**src/design/imuv_pkg.sv**
```systemverilog
`timescale 1ns / 1ps
// ----------------------------------------------------------------------------
// imuv_pkg
// Shared types and constants of the IMU interquartile outlier voter.
// ----------------------------------------------------------------------------
package imuv_pkg;

    localparam int NUM_IMUS   = 4;
    localparam int ACCEL_W    = 32;
    localparam int SCALE_W    = 16;
    localparam int MAX_IQR_W  = 31;
    localparam int LIMIT_W    = 16;
    localparam int CFG_DATA_W = 31;
    localparam int CFG_IDX_W  = 2;
    localparam int UCNT_W     = 3;
    localparam int FENCE_W    = 51;   // fences in units of 1/512 LSB
    localparam int PROD_W     = 48;   // scale times clipped doubled IQR

    localparam int COUNT_WIDTH_DEF = 16;

    localparam logic [CFG_IDX_W-1:0] CFG_IQR_SCALE = 2'd0;
    localparam logic [CFG_IDX_W-1:0] CFG_MAX_IQR   = 2'd1;
    localparam logic [CFG_IDX_W-1:0] CFG_RUN_LIMIT = 2'd2;

    localparam logic [SCALE_W-1:0]   IQR_SCALE_RST = 16'd384;
    localparam logic [MAX_IQR_W-1:0] MAX_IQR_RST   = 31'd327680;
    localparam logic [LIMIT_W-1:0]   RUN_LIMIT_RST = 16'd1000;

    localparam logic [UCNT_W-1:0]    UCNT_MAX      = 3'd7;

    typedef logic signed [ACCEL_W-1:0] accel_t;
    typedef logic [NUM_IMUS-1:0]       imu_mask_t;

    // fences and replacement value for one sample set
    typedef struct packed {
        logic                       active;   // three or more reliable IMUs
        logic signed [FENCE_W-1:0]  lower;
        logic signed [FENCE_W-1:0]  upper;
        accel_t                     median;
    } fence_t;

    // per-item status handed from the tracker to the result register
    typedef struct packed {
        imu_mask_t outlier;
        imu_mask_t reliable;
        logic      failure;
    } status_t;

endpackage

```
**src/design/imuv_stats.sv**
```systemverilog
`timescale 1ns / 1ps
// ----------------------------------------------------------------------------
// imuv_stats
// Sort network over the reliable readings, quartiles, median, clipped IQR
// and Tukey fences.
// ----------------------------------------------------------------------------
module imuv_stats (
    input  imuv_pkg::accel_t                    accel [imuv_pkg::NUM_IMUS],
    input  imuv_pkg::imu_mask_t                 reliable,
    input  logic [imuv_pkg::SCALE_W-1:0]        iqr_scale,
    input  logic [imuv_pkg::MAX_IQR_W-1:0]      max_iqr,
    output imuv_pkg::fence_t                    fence
);

    localparam int KEY_W = imuv_pkg::ACCEL_W + 1;

    // key: unreliable readings sort above everything, value bits offset-binary
    logic [KEY_W-1:0] k0, k1, k2, k3;
    logic [KEY_W-1:0] a0, a1, a2, a3;
    logic [KEY_W-1:0] b0, b1, b2, b3;
    logic [KEY_W-1:0] c1, c2;
    logic signed [imuv_pkg::ACCEL_W-1:0] s0, s1, s2, s3;
    logic signed [imuv_pkg::ACCEL_W:0]   q1x2, q3x2, m12, s23;
    logic signed [imuv_pkg::ACCEL_W+1:0] iqr2;
    logic [imuv_pkg::ACCEL_W-1:0]        clip2, iqr_c;
    logic [imuv_pkg::PROD_W-1:0]         off;
    logic                                four;

    function automatic logic [KEY_W-1:0] make_key(input logic rel, input logic [31:0] x);
        make_key = {~rel, ~x[31], x[30:0]};
    endfunction

    function automatic logic signed [31:0] key_value(input logic [KEY_W-1:0] k);
        key_value = $signed({~k[31], k[30:0]});
    endfunction

    always_comb begin
        k0 = make_key(reliable[0], accel[0]);
        k1 = make_key(reliable[1], accel[1]);
        k2 = make_key(reliable[2], accel[2]);
        k3 = make_key(reliable[3], accel[3]);

        // five compare-exchange elements in three levels
        a0 = (k0 <= k1) ? k0 : k1;
        a1 = (k0 <= k1) ? k1 : k0;
        a2 = (k2 <= k3) ? k2 : k3;
        a3 = (k2 <= k3) ? k3 : k2;
        b0 = (a0 <= a2) ? a0 : a2;
        b2 = (a0 <= a2) ? a2 : a0;
        b1 = (a1 <= a3) ? a1 : a3;
        b3 = (a1 <= a3) ? a3 : a1;
        c1 = (b1 <= b2) ? b1 : b2;
        c2 = (b1 <= b2) ? b2 : b1;

        s0 = key_value(b0);
        s1 = key_value(c1);
        s2 = key_value(c2);
        s3 = key_value(b3);
    end

    always_comb begin
        four  = (reliable == '1);
        q1x2  = {s0[31], s0} + {s1[31], s1};
        m12   = {s1[31], s1} + {s2[31], s2};
        s23   = {s2[31], s2} + {s3[31], s3};
        q3x2  = four ? s23 : m12;
        // sorted order keeps the doubled IQR non-negative
        iqr2  = {q3x2[32], q3x2} - {q1x2[32], q1x2};
        clip2 = {max_iqr, 1'b0};
        iqr_c = (iqr2 > $signed({2'b00, clip2})) ? clip2 : iqr2[31:0];
        off   = imuv_pkg::PROD_W'(iqr_scale) * imuv_pkg::PROD_W'(iqr_c);

        fence.active = ($countones(reliable) >= 3);
        fence.median = four ? m12[32:1] : s1;   // floor of the mean
        fence.upper  = ($signed(imuv_pkg::FENCE_W'(q3x2)) <<< 8)
                     + $signed(imuv_pkg::FENCE_W'(off));
        fence.lower  = ($signed(imuv_pkg::FENCE_W'(q1x2)) <<< 8)
                     - $signed(imuv_pkg::FENCE_W'(off));
    end

endmodule

```
**src/design/imuv_tracker.sv**
```systemverilog
`timescale 1ns / 1ps
// ----------------------------------------------------------------------------
// imuv_tracker
// Fence compare per IMU, replacement by the median, outlier run counters,
// reliability flags and the sticky critical failure.
// ----------------------------------------------------------------------------
module imuv_tracker #(
    parameter int COUNT_WIDTH = imuv_pkg::COUNT_WIDTH_DEF
) (
    input  logic                            aclk,
    input  logic                            aresetn,
    input  logic                            advance,
    input  imuv_pkg::accel_t                accel [imuv_pkg::NUM_IMUS],
    input  imuv_pkg::fence_t                fence,
    input  logic [imuv_pkg::LIMIT_W-1:0]    run_limit,
    output imuv_pkg::imu_mask_t             reliable,
    output imuv_pkg::accel_t                clean [imuv_pkg::NUM_IMUS],
    output imuv_pkg::status_t               status
);

    localparam int CMP_W = (COUNT_WIDTH > imuv_pkg::LIMIT_W) ? COUNT_WIDTH
                                                              : imuv_pkg::LIMIT_W;

    logic [COUNT_WIDTH-1:0]       run_cnt_reg  [imuv_pkg::NUM_IMUS];
    logic [COUNT_WIDTH-1:0]       run_cnt_next [imuv_pkg::NUM_IMUS];
    logic [COUNT_WIDTH-1:0]       run_cnt_inc  [imuv_pkg::NUM_IMUS];
    imuv_pkg::imu_mask_t          rel_flags_reg, rel_flags_next;
    logic [imuv_pkg::UCNT_W-1:0]  ucnt_reg, ucnt_next;
    logic [imuv_pkg::UCNT_W:0]    ucnt_sum;
    logic                         failure_reg, failure_next;
    imuv_pkg::imu_mask_t          outlier, drop;
    logic signed [imuv_pkg::FENCE_W-1:0] xs [imuv_pkg::NUM_IMUS];

    assign reliable = rel_flags_reg;

    always_comb begin
        for (int i = 0; i < imuv_pkg::NUM_IMUS; i++) begin
            xs[i]          = $signed(imuv_pkg::FENCE_W'(accel[i])) <<< 9;
            outlier[i]     = fence.active && rel_flags_reg[i]
                           && (xs[i] < fence.lower || xs[i] > fence.upper);
            run_cnt_inc[i] = (run_cnt_reg[i] == '1) ? run_cnt_reg[i]
                                                    : run_cnt_reg[i] + COUNT_WIDTH'(1);
            drop[i]        = outlier[i] && (CMP_W'(run_cnt_inc[i]) > CMP_W'(run_limit));
            // any reading that is not replaced clears its run
            run_cnt_next[i] = outlier[i] ? run_cnt_inc[i] : '0;
            clean[i]        = outlier[i] ? fence.median : accel[i];
        end

        ucnt_sum       = {1'b0, ucnt_reg} + (imuv_pkg::UCNT_W + 1)'($countones(drop));
        ucnt_next      = (ucnt_sum > {1'b0, imuv_pkg::UCNT_MAX}) ? imuv_pkg::UCNT_MAX
                                                                 : ucnt_sum[imuv_pkg::UCNT_W-1:0];
        rel_flags_next = rel_flags_reg & ~drop;
        failure_next   = failure_reg || !fence.active
                       || ((|outlier) && (ucnt_next > imuv_pkg::UCNT_W'(1)));

        status.outlier  = outlier;
        status.reliable = rel_flags_next;
        status.failure  = failure_next;
    end

    always_ff @(posedge aclk) begin
        if (!aresetn) begin
            for (int i = 0; i < imuv_pkg::NUM_IMUS; i++) begin
                run_cnt_reg[i] <= '0;
            end
            rel_flags_reg <= '1;
            ucnt_reg      <= '0;
            failure_reg   <= 1'b0;
        end else if (advance) begin
            for (int i = 0; i < imuv_pkg::NUM_IMUS; i++) begin
                run_cnt_reg[i] <= run_cnt_next[i];
            end
            rel_flags_reg <= rel_flags_next;
            ucnt_reg      <= ucnt_next;
            failure_reg   <= failure_next;
        end
    end

`ifndef SYNTHESIS
    a_rel_never_restored: assert property (@(posedge aclk) disable iff (!aresetn)
        1'b1 |=> ((rel_flags_reg & ~$past(rel_flags_reg)) == '0))
        else $error("reliable flag set again after being cleared");

    a_failure_sticky: assert property (@(posedge aclk) disable iff (!aresetn)
        failure_reg |=> failure_reg)
        else $error("critical failure cleared");

    a_no_failure_three_left: assert property (@(posedge aclk) disable iff (!aresetn)
        !failure_reg |-> ($countones(rel_flags_reg) >= 3))
        else $error("fewer than three reliable IMUs without critical failure");
`endif

endmodule

```
**src/design/imu_iqr_outlier_voter.sv**
```systemverilog
`timescale 1ns / 1ps
// ----------------------------------------------------------------------------
// imu_iqr_outlier_voter
// Tukey interquartile fence voter over four IMU acceleration readings.
// ----------------------------------------------------------------------------
//  channel   ports                               handshake
//  input     s_accel_0..3                        s_valid / s_ready
//  result    m_clean_0..3, m_outlier_mask,       m_valid / m_ready
//            m_reliable_mask, m_critical_failure
//  config    cfg_index, cfg_wdata                cfg_we (no wait)
//
//  An accepted item moves from the input register to the result register;
//  one item per cycle sustained while m_ready stays high. The sort, fence
//  multiply and compare between the two registers set the cycle time.
//  Reset clears run counters, marks all IMUs reliable, loads register defaults.
//  A held result stalls the input register only once it is also full.
// ----------------------------------------------------------------------------
module imu_iqr_outlier_voter #(
    parameter int COUNT_WIDTH = imuv_pkg::COUNT_WIDTH_DEF
) (
    input  logic                                aclk,
    input  logic                                aresetn,

    input  logic                                cfg_we,
    input  logic [imuv_pkg::CFG_IDX_W-1:0]      cfg_index,
    input  logic [imuv_pkg::CFG_DATA_W-1:0]     cfg_wdata,

    input  logic                                s_valid,
    output logic                                s_ready,
    input  logic signed [imuv_pkg::ACCEL_W-1:0] s_accel_0,
    input  logic signed [imuv_pkg::ACCEL_W-1:0] s_accel_1,
    input  logic signed [imuv_pkg::ACCEL_W-1:0] s_accel_2,
    input  logic signed [imuv_pkg::ACCEL_W-1:0] s_accel_3,

    output logic                                m_valid,
    input  logic                                m_ready,
    output logic signed [imuv_pkg::ACCEL_W-1:0] m_clean_0,
    output logic signed [imuv_pkg::ACCEL_W-1:0] m_clean_1,
    output logic signed [imuv_pkg::ACCEL_W-1:0] m_clean_2,
    output logic signed [imuv_pkg::ACCEL_W-1:0] m_clean_3,
    output logic [imuv_pkg::NUM_IMUS-1:0]       m_outlier_mask,
    output logic [imuv_pkg::NUM_IMUS-1:0]       m_reliable_mask,
    output logic                                m_critical_failure
);

    logic [imuv_pkg::SCALE_W-1:0]   iqr_scale_reg;
    logic [imuv_pkg::MAX_IQR_W-1:0] max_iqr_reg;
    logic [imuv_pkg::LIMIT_W-1:0]   run_limit_reg;

    logic                in_valid_reg;
    imuv_pkg::accel_t    in_accel_reg [imuv_pkg::NUM_IMUS];
    logic                out_valid_reg;
    imuv_pkg::accel_t    out_clean_reg [imuv_pkg::NUM_IMUS];
    imuv_pkg::status_t   out_status_reg;

    logic                in_xfer, out_free, advance;
    imuv_pkg::imu_mask_t reliable;
    imuv_pkg::fence_t    fence;
    imuv_pkg::accel_t    clean [imuv_pkg::NUM_IMUS];
    imuv_pkg::status_t   status;

    assign out_free = !out_valid_reg || m_ready;
    assign advance  = in_valid_reg && out_free;
    assign s_ready  = !in_valid_reg || out_free;
    assign in_xfer  = s_valid && s_ready;

    // configuration registers
    always_ff @(posedge aclk) begin
        if (!aresetn) begin
            iqr_scale_reg <= imuv_pkg::IQR_SCALE_RST;
            max_iqr_reg   <= imuv_pkg::MAX_IQR_RST;
            run_limit_reg <= imuv_pkg::RUN_LIMIT_RST;
        end else if (cfg_we) begin
            unique case (cfg_index)
                imuv_pkg::CFG_IQR_SCALE: begin
                    iqr_scale_reg <= cfg_wdata[imuv_pkg::SCALE_W-1:0];
                end
                imuv_pkg::CFG_MAX_IQR: begin
                    max_iqr_reg <= cfg_wdata[imuv_pkg::MAX_IQR_W-1:0];
                end
                imuv_pkg::CFG_RUN_LIMIT: begin
                    run_limit_reg <= cfg_wdata[imuv_pkg::LIMIT_W-1:0];
                end
                default: begin
                    // drop writes beyond the register list
                end
            endcase
        end
    end

    // input register
    always_ff @(posedge aclk) begin
        if (!aresetn) begin
            in_valid_reg <= 1'b0;
        end else if (in_xfer) begin
            in_valid_reg <= 1'b1;
        end else if (advance) begin
            in_valid_reg <= 1'b0;
        end
    end

    always_ff @(posedge aclk) begin
        if (in_xfer) begin
            in_accel_reg[0] <= s_accel_0;
            in_accel_reg[1] <= s_accel_1;
            in_accel_reg[2] <= s_accel_2;
            in_accel_reg[3] <= s_accel_3;
        end
    end

    imuv_stats u_stats (
        .accel     (in_accel_reg),
        .reliable  (reliable),
        .iqr_scale (iqr_scale_reg),
        .max_iqr   (max_iqr_reg),
        .fence     (fence)
    );

    imuv_tracker #(
        .COUNT_WIDTH (COUNT_WIDTH)
    ) u_tracker (
        .aclk      (aclk),
        .aresetn   (aresetn),
        .advance   (advance),
        .accel     (in_accel_reg),
        .fence     (fence),
        .run_limit (run_limit_reg),
        .reliable  (reliable),
        .clean     (clean),
        .status    (status)
    );

    // result register
    always_ff @(posedge aclk) begin
        if (!aresetn) begin
            out_valid_reg <= 1'b0;
        end else if (advance) begin
            out_valid_reg <= 1'b1;
        end else if (m_ready) begin
            out_valid_reg <= 1'b0;
        end
    end

    always_ff @(posedge aclk) begin
        if (advance) begin
            for (int i = 0; i < imuv_pkg::NUM_IMUS; i++) begin
                out_clean_reg[i] <= clean[i];
            end
            out_status_reg <= status;
        end
    end

    assign m_valid            = out_valid_reg;
    assign m_clean_0          = out_clean_reg[0];
    assign m_clean_1          = out_clean_reg[1];
    assign m_clean_2          = out_clean_reg[2];
    assign m_clean_3          = out_clean_reg[3];
    assign m_outlier_mask     = out_status_reg.outlier;
    assign m_reliable_mask    = out_status_reg.reliable;
    assign m_critical_failure = out_status_reg.failure;

`ifndef SYNTHESIS
    a_advance_fills_result: assert property (@(posedge aclk) disable iff (!aresetn)
        advance |=> out_valid_reg)
        else $error("result register empty after a transfer from the input register");

    a_stalled_item_kept: assert property (@(posedge aclk) disable iff (!aresetn)
        (in_valid_reg && !advance) |=> in_valid_reg)
        else $error("stalled input item lost");

    a_result_held: assert property (@(posedge aclk) disable iff (!aresetn)
        (out_valid_reg && !m_ready) |=> (out_valid_reg && $stable(out_status_reg)))
        else $error("stalled result changed before its transfer");
`endif

endmodule

```
**config.mk**
```make
export PLATFORM = sky130hd
export DESIGN_NAME = imu_iqr_outlier_voter
export DESIGN_NICKNAME = d
export VERILOG_FILES = /design/src/design/imuv_pkg.sv /design/src/design/imuv_stats.sv /design/src/design/imuv_tracker.sv /design/src/design/imu_iqr_outlier_voter.sv
export SDC_FILE = /design/constraint.sdc
export NUM_CORES = 2
export LEC_CHECK = 0
export BUFFER_PORTS_ARGS = -buffer_cell sky130_fd_sc_hd__buf_2
export CAP_MARGIN = 25
export CORE_MARGIN = 8
export CORE_UTILIZATION = 38
export CTS_BUF_LIST = sky130_fd_sc_hd__clkbuf_8
export DETAILED_ROUTE_END_ITERATION = 8
export PLACE_DENSITY = 0.54
export SLEW_MARGIN = 0
export SYNTH_ARGS = -nofsm -noshare
export SYNTH_HDL_FRONTEND = slang
export SYNTH_SLANG_ARGS = --single-unit
export TNS_END_PERCENT = 50
```
**constraint.sdc**
```tcl
create_clock -name aclk -period 48 [get_ports aclk]
set_input_delay 2.4 -clock aclk [delete_from_list [all_inputs] [get_ports aclk]]
set_output_delay 2.4 -clock aclk [all_outputs]
set_load 0.1 [all_outputs]
```
# After elaboration in Yosys (flattened, before gate mapping)
# Memory sizes are Yosys's and may differ from the RTL's.
# Index checks and enable logic that the tools add are counted.
# Widths: inputs -> output; s select.
[classes]
add_sub_neg = 17
multipliers = 1
magnitude_cmp = 21
n_eq_ne = 7
n_mux = 39
bitwise = 18
n_reduce_logical = 33
[ops]
columns = ["op", "count"]
rows = [
  ["$mux 32", 10],
  ["$mux 33", 7],
  ["$gt 41x50->1", 4],
  ["$lt 41x50->1", 4],
  ["$mux 16", 12],
  ["$le 33x33->1", 5],
  ["$add 32x32->33", 3],
  ["$add 16x1->16 const B", 4],
  ["$eq 16x16->1 const B", 4],
  ["$gt 16x16->1", 4],
  ["$add 41x49->50", 1],
  ["$sub 41x49->50", 1],
  ["$mul 16x32->48", 1],
  ["$gt 34x33->1", 1],
  ["$sub 33x33->34", 1],
  ["$add 32x32->32", 1],
  ["$ge 32x3->1 const B", 1],
  ["$logic_and 1x1->1", 15],
  ["$not 1->1", 12],
  ["$mux 1", 9],
  ["$add 1x1->2", 4],
  ["$logic_or 1x1->1", 8],
  ["$reduce_and 2->1", 3],
  ["$add 3x4->4", 1],
  ["14 further kinds", 20],
]
[word_totals]
regBits = 210
mem_bits_rw = 192
input_bits = 166
elab_cells = 153
memories = 2
[mem_list]
columns = ["name", "words", "width", "read_ports", "rd_ports_with_merged_regs", "write_ports", "line_no", "text"]
rows = [
  ["out_clean_reg", 4, 32, 4, 0, 4, "imu_iqr_outlier_voter.sv:53", "imuv_pkg::accel_t out_clean_reg [imuv_pkg::NUM_IMUS];"],
  ["u_tracker.run_cnt_reg", 4, 16, 4, 0, 4, "imuv_tracker.sv:24", "logic [COUNT_WIDTH-1:0] run_cnt_reg [imuv_pkg::NUM_IMUS];"],
]

# Longest topological paths before layout
[depth]
word_depth = 27
depth_mapped = 164
mapped_depth_nobuf = 154

# Cells and area by module
# Synthesis repeated with hierarchy kept, for this count alone.
[unflattened]
hier_cells = 7254
hier_area_um2 = 62623.8
[by_module_without_submodules]
columns = ["module", "instances", "cells_each", "area_each_um2"]
rows = [
  ["imuv_stats", 1, 4956, 37345.8],
  ["imuv_tracker", 1, 1773, 14780.4],
  ["imu_iqr_outlier_voter", 1, 525, 10497.6],
]

# Worst setup path after synthesis
# No wires, ideal clock.
[synth_path]
kind = "reg-to-reg"
from = "reg in_accel_reg[1] in the netlist's numbering"
to = "reg out_status_reg (netlist bit m_critical_failure), data pin"
setup_ns = 0.266
arrival_ns = 28.273
t_required_ns = 47.734
path_slack_ns = 19.461
path_stages_with_launch = 157
cell_sequence = "edfxtp_1 -> inv_1 -> ha_1 -> nor2b_1 -> o21a_1 -> o21a_1 -> o21ai_0 -> a211oi_1 -> a2111oi_0 -> o21ai_0 -> a221oi_1 -> o21ai_0 -> a211oi_1 -> a41o_1 -> clkbuf_1 -> clkbuf_1 -> buf_1 -> a21oi_1 -> (+121 left out) -> o21ai_0 -> nand2b_1 -> a311o_1 -> a211oi_2 -> o32ai_2 -> buf_6 -> buf_8 -> and3_1 -> ha_1 -> inv_1 -> fa_1 -> inv_1 -> ha_1 -> inv_1 -> fa_1 -> nand2_1 -> nor2_1 -> o21ai_0"
[synth_rtl]
columns = ["element", "line_no", "text"]
rows = [
  ["start: declaration", "imu_iqr_outlier_voter.sv:51", "imuv_pkg::accel_t in_accel_reg [imuv_pkg::NUM_IMUS];"],
  ["end signal: assignment", "imu_iqr_outlier_voter.sv:149", "out_status_reg <= status;"],
  ["end: declaration", "imu_iqr_outlier_voter.sv:54", "imuv_pkg::status_t out_status_reg;"],
]

==> results.yml <==
routing:
  drt-pass1-iter-count: 8
  wl_per_cell_um: 24.6
  route.vias.total: 53200
  dr.first_iter.drc_count: 3920
  drc: 0
  viasPerCell: 5.60
  routed_wl_um: 234000
  drt.antenna.violating_nets: 0
synthesis:
  yosysTopAreaCell: "ha_1"
  syn_inst: 7040
  synth_edf_count: 329
  synth-seq-cells: 402
  avgSynthCellArea_sq_um: 8.71
  ys_types: 102
  synthArstFlopShare_pct: 0
  ys_seq_area_share_pct: 18.5
  ys.flop_type: "edfxtp_1"
  yosys_warnings: 0
  synth_top_area_share_pct: 18.6
  syn_area_sq_mm: 0.0613
  synth_common_cells: "911 x ha_1, 881 x inv_1, 791 x nand2_1"
  yosysMostFrequentCell: "ha_1"
  synthTopCellsByArea: "ha_1 19%, edfxtp_1 16%, fa_1 14%"
  syn-num-nets: 8544
final_layout:
  area_growth_pct: 9.41
  fillCellCount: 16300
  design_area_sq_mm: 0.0671
  drive_gt1_share_pct: 10.2
  fin_util_pct: 41.8
  final_nets: 8787
timing:
  final.period_utilization_pct: 75.3
  final-hold-violation-count: 0
  worst_pin_slew_ns: 1.16
  fin_crit_ns: 36.17
  fin_tns_setup_ns: 0
  fmax_mhz: 27.7
  rsz0062_at_grt: "no"
  skew_ns: 0.0717
  setup_violations: 0
  maxSlewHeadroom_pct: 22.2
  slew_violations: 0
grt:
  grt_max_degree: 80
  antenna_found_initial: 6
  grt_usage_pct: 26.2
  grt-ovfl-total: 0
  grt_pass1_vias: 53200
  grt_pass1_wl_um: 348000
worst_setup_path:
  path_class: "flip-flop to flip-flop"
  crit_path_end_kind: "flip-flop"
  path_delay_family: "compound AO/OA/AOI/OAI gates"
  critPathBufInv: 18
  crit_arrival_ns: 36.75
  r2r_cells: 144
  reg2reg_to: "m_critical_failure"
  crit_end: "m_critical_failure"
  worstSetupStartpoint: "in_accel_reg[1]"
  critPathMaxStageDelay_ns: 0.94
  cp_common_cell: "o21ai_0"
  worstPathMaxFanout: 59
  slowest_stage: "o21ai_2"
  crit_path_start_kind: "flip-flop"
  ff2ff_setup_slack_ns: 11.83
  r2r_start: "in_accel_reg[1]"
  crit_cells: 144
  cp_data_required_time_ns: 48.58
clock_tree:
  clock_sinks: 402
  h-tree-depth: 3
  cts_buffers: 77
  clk_pin_slew_ns: 0.06
  cts_buffer_depth: 3
  clk_latency_ns: 0.86
  post_cts_buffers: 0
  cts_hold_buf: 0
  ctsResizeCount: 0
  cts_tree: "done"
  clock-root-buffer: "clkbuf_8"
die:
  die_h_um: 418
  die_w_um: 418
  die_area_sq_mm: 0.175
  io_pins: 305
  start_util_pct: 38.2
  coreArea_sq_mm: 0.160
  num_rows: 147
hold_path:
  holdCritPathClass: "flip-flop to flip-flop"
placed_design:
  routabilityCongestion: 0.952
  io_buffers: 304
  placed_area_sq_mm: 0.0655
  hpwl_um: 190000
status:
  status: "finished clean"
job:
  cap_violations: 0
metal layers:
metal | share of wire [%] | global-route usage, % | routed length (um) | up-vias
li1 | - | - | - | 25000
met1 | 45 | 35.6 | 105000 | 26200
met2 | 45 | 41.9 | 105000 | 1709
met3 | 5.8 | 3.80 | 13600 | 338
met4 | 4.7 | 10.7 | 11100 | 0
met5 | 0 | 0 | 0 | -
cells in the final DEF (no fill, tap or decap), types with 147 or more instances in the layout:
cell type	instances
nand4_1	147
a21oi_1	435
edfxtp_1	329
ha_1	910
nor2_1	273
buf_2	306
xnor2_1	166
and2_1	241
mux2_2	155
nand2_1	789
o21ai_0	290
a21o_1	216
inv_1	905
nand3_1	160
mux2i_1	168
fa_1	427
nor2b_1	157
stage by stage:
step	hold slack, ns	cells	setup slack [ns]
2_1_floorplan	0.443	7040	19.46
3_5_place_dp	0.459	9361	11.95
3_3_place_gp	0.452	9359	11.70
5_1_grt	0.489	9504	9.70
4_1_cts	0.468	9499	11.86
6_report	0.468	9506	11.83
area by class of cell:
class | count | area (sq um) | area share [%]
multi-input cells | 5523 | 45900 | 68.4
flip-flops and latches | 402 | 11400 | 16.9
inverters | 882 | 3320 | 4.94
well taps | 2160 | 2700 | 4.03
repair buffers | 397 | 2230 | 3.32
clock buffers | 83 | 1140 | 1.70
clock inverters | 55 | 430 | 0.641
diodes | 4 | 10.0 | 0.0149
tightest hold or removal path: stages (launching register included):
cell      delay [ns]
dfxtp_1         0.30
nand2_1         0.05
a21boi_0        0.06
cells by family (layout without fill, tap and decap cells):
kind of cell,after synthesis,count (layout),share of synthesized area [%]
multiplexers,337,337,5.87
AND/OR/NAND/NOR,2114,2114,17.0
buffers and inverters,1115,1417,6.97
adder cells (fa/ha/maj),1341,1341,32.6
AO/OA/AOI/OAI,1477,1477,15.4
flip-flops,402,402,18.5
other,0,4,0
XOR/XNOR,254,254,3.63
how the worst min path moves through the flow:
stage	cells after the start	to	from
6_report	2	max_iqr_reg[13]	max_iqr_reg[13]
5_1_grt	2	max_iqr_reg[15]	max_iqr_reg[15]
4_1_cts	2	max_iqr_reg[15]	max_iqr_reg[15]
3_5_place_dp	2	run_limit_reg[2]	run_limit_reg[2]
3_3_place_gp	2	run_limit_reg[2]	run_limit_reg[2]
2_1_floorplan	2	max_iqr_reg[10]	max_iqr_reg[10]
Power is left out: the tool's default activity adds up to more than one toggle a clock period on the data nets, which glitch-free logic cannot reach.
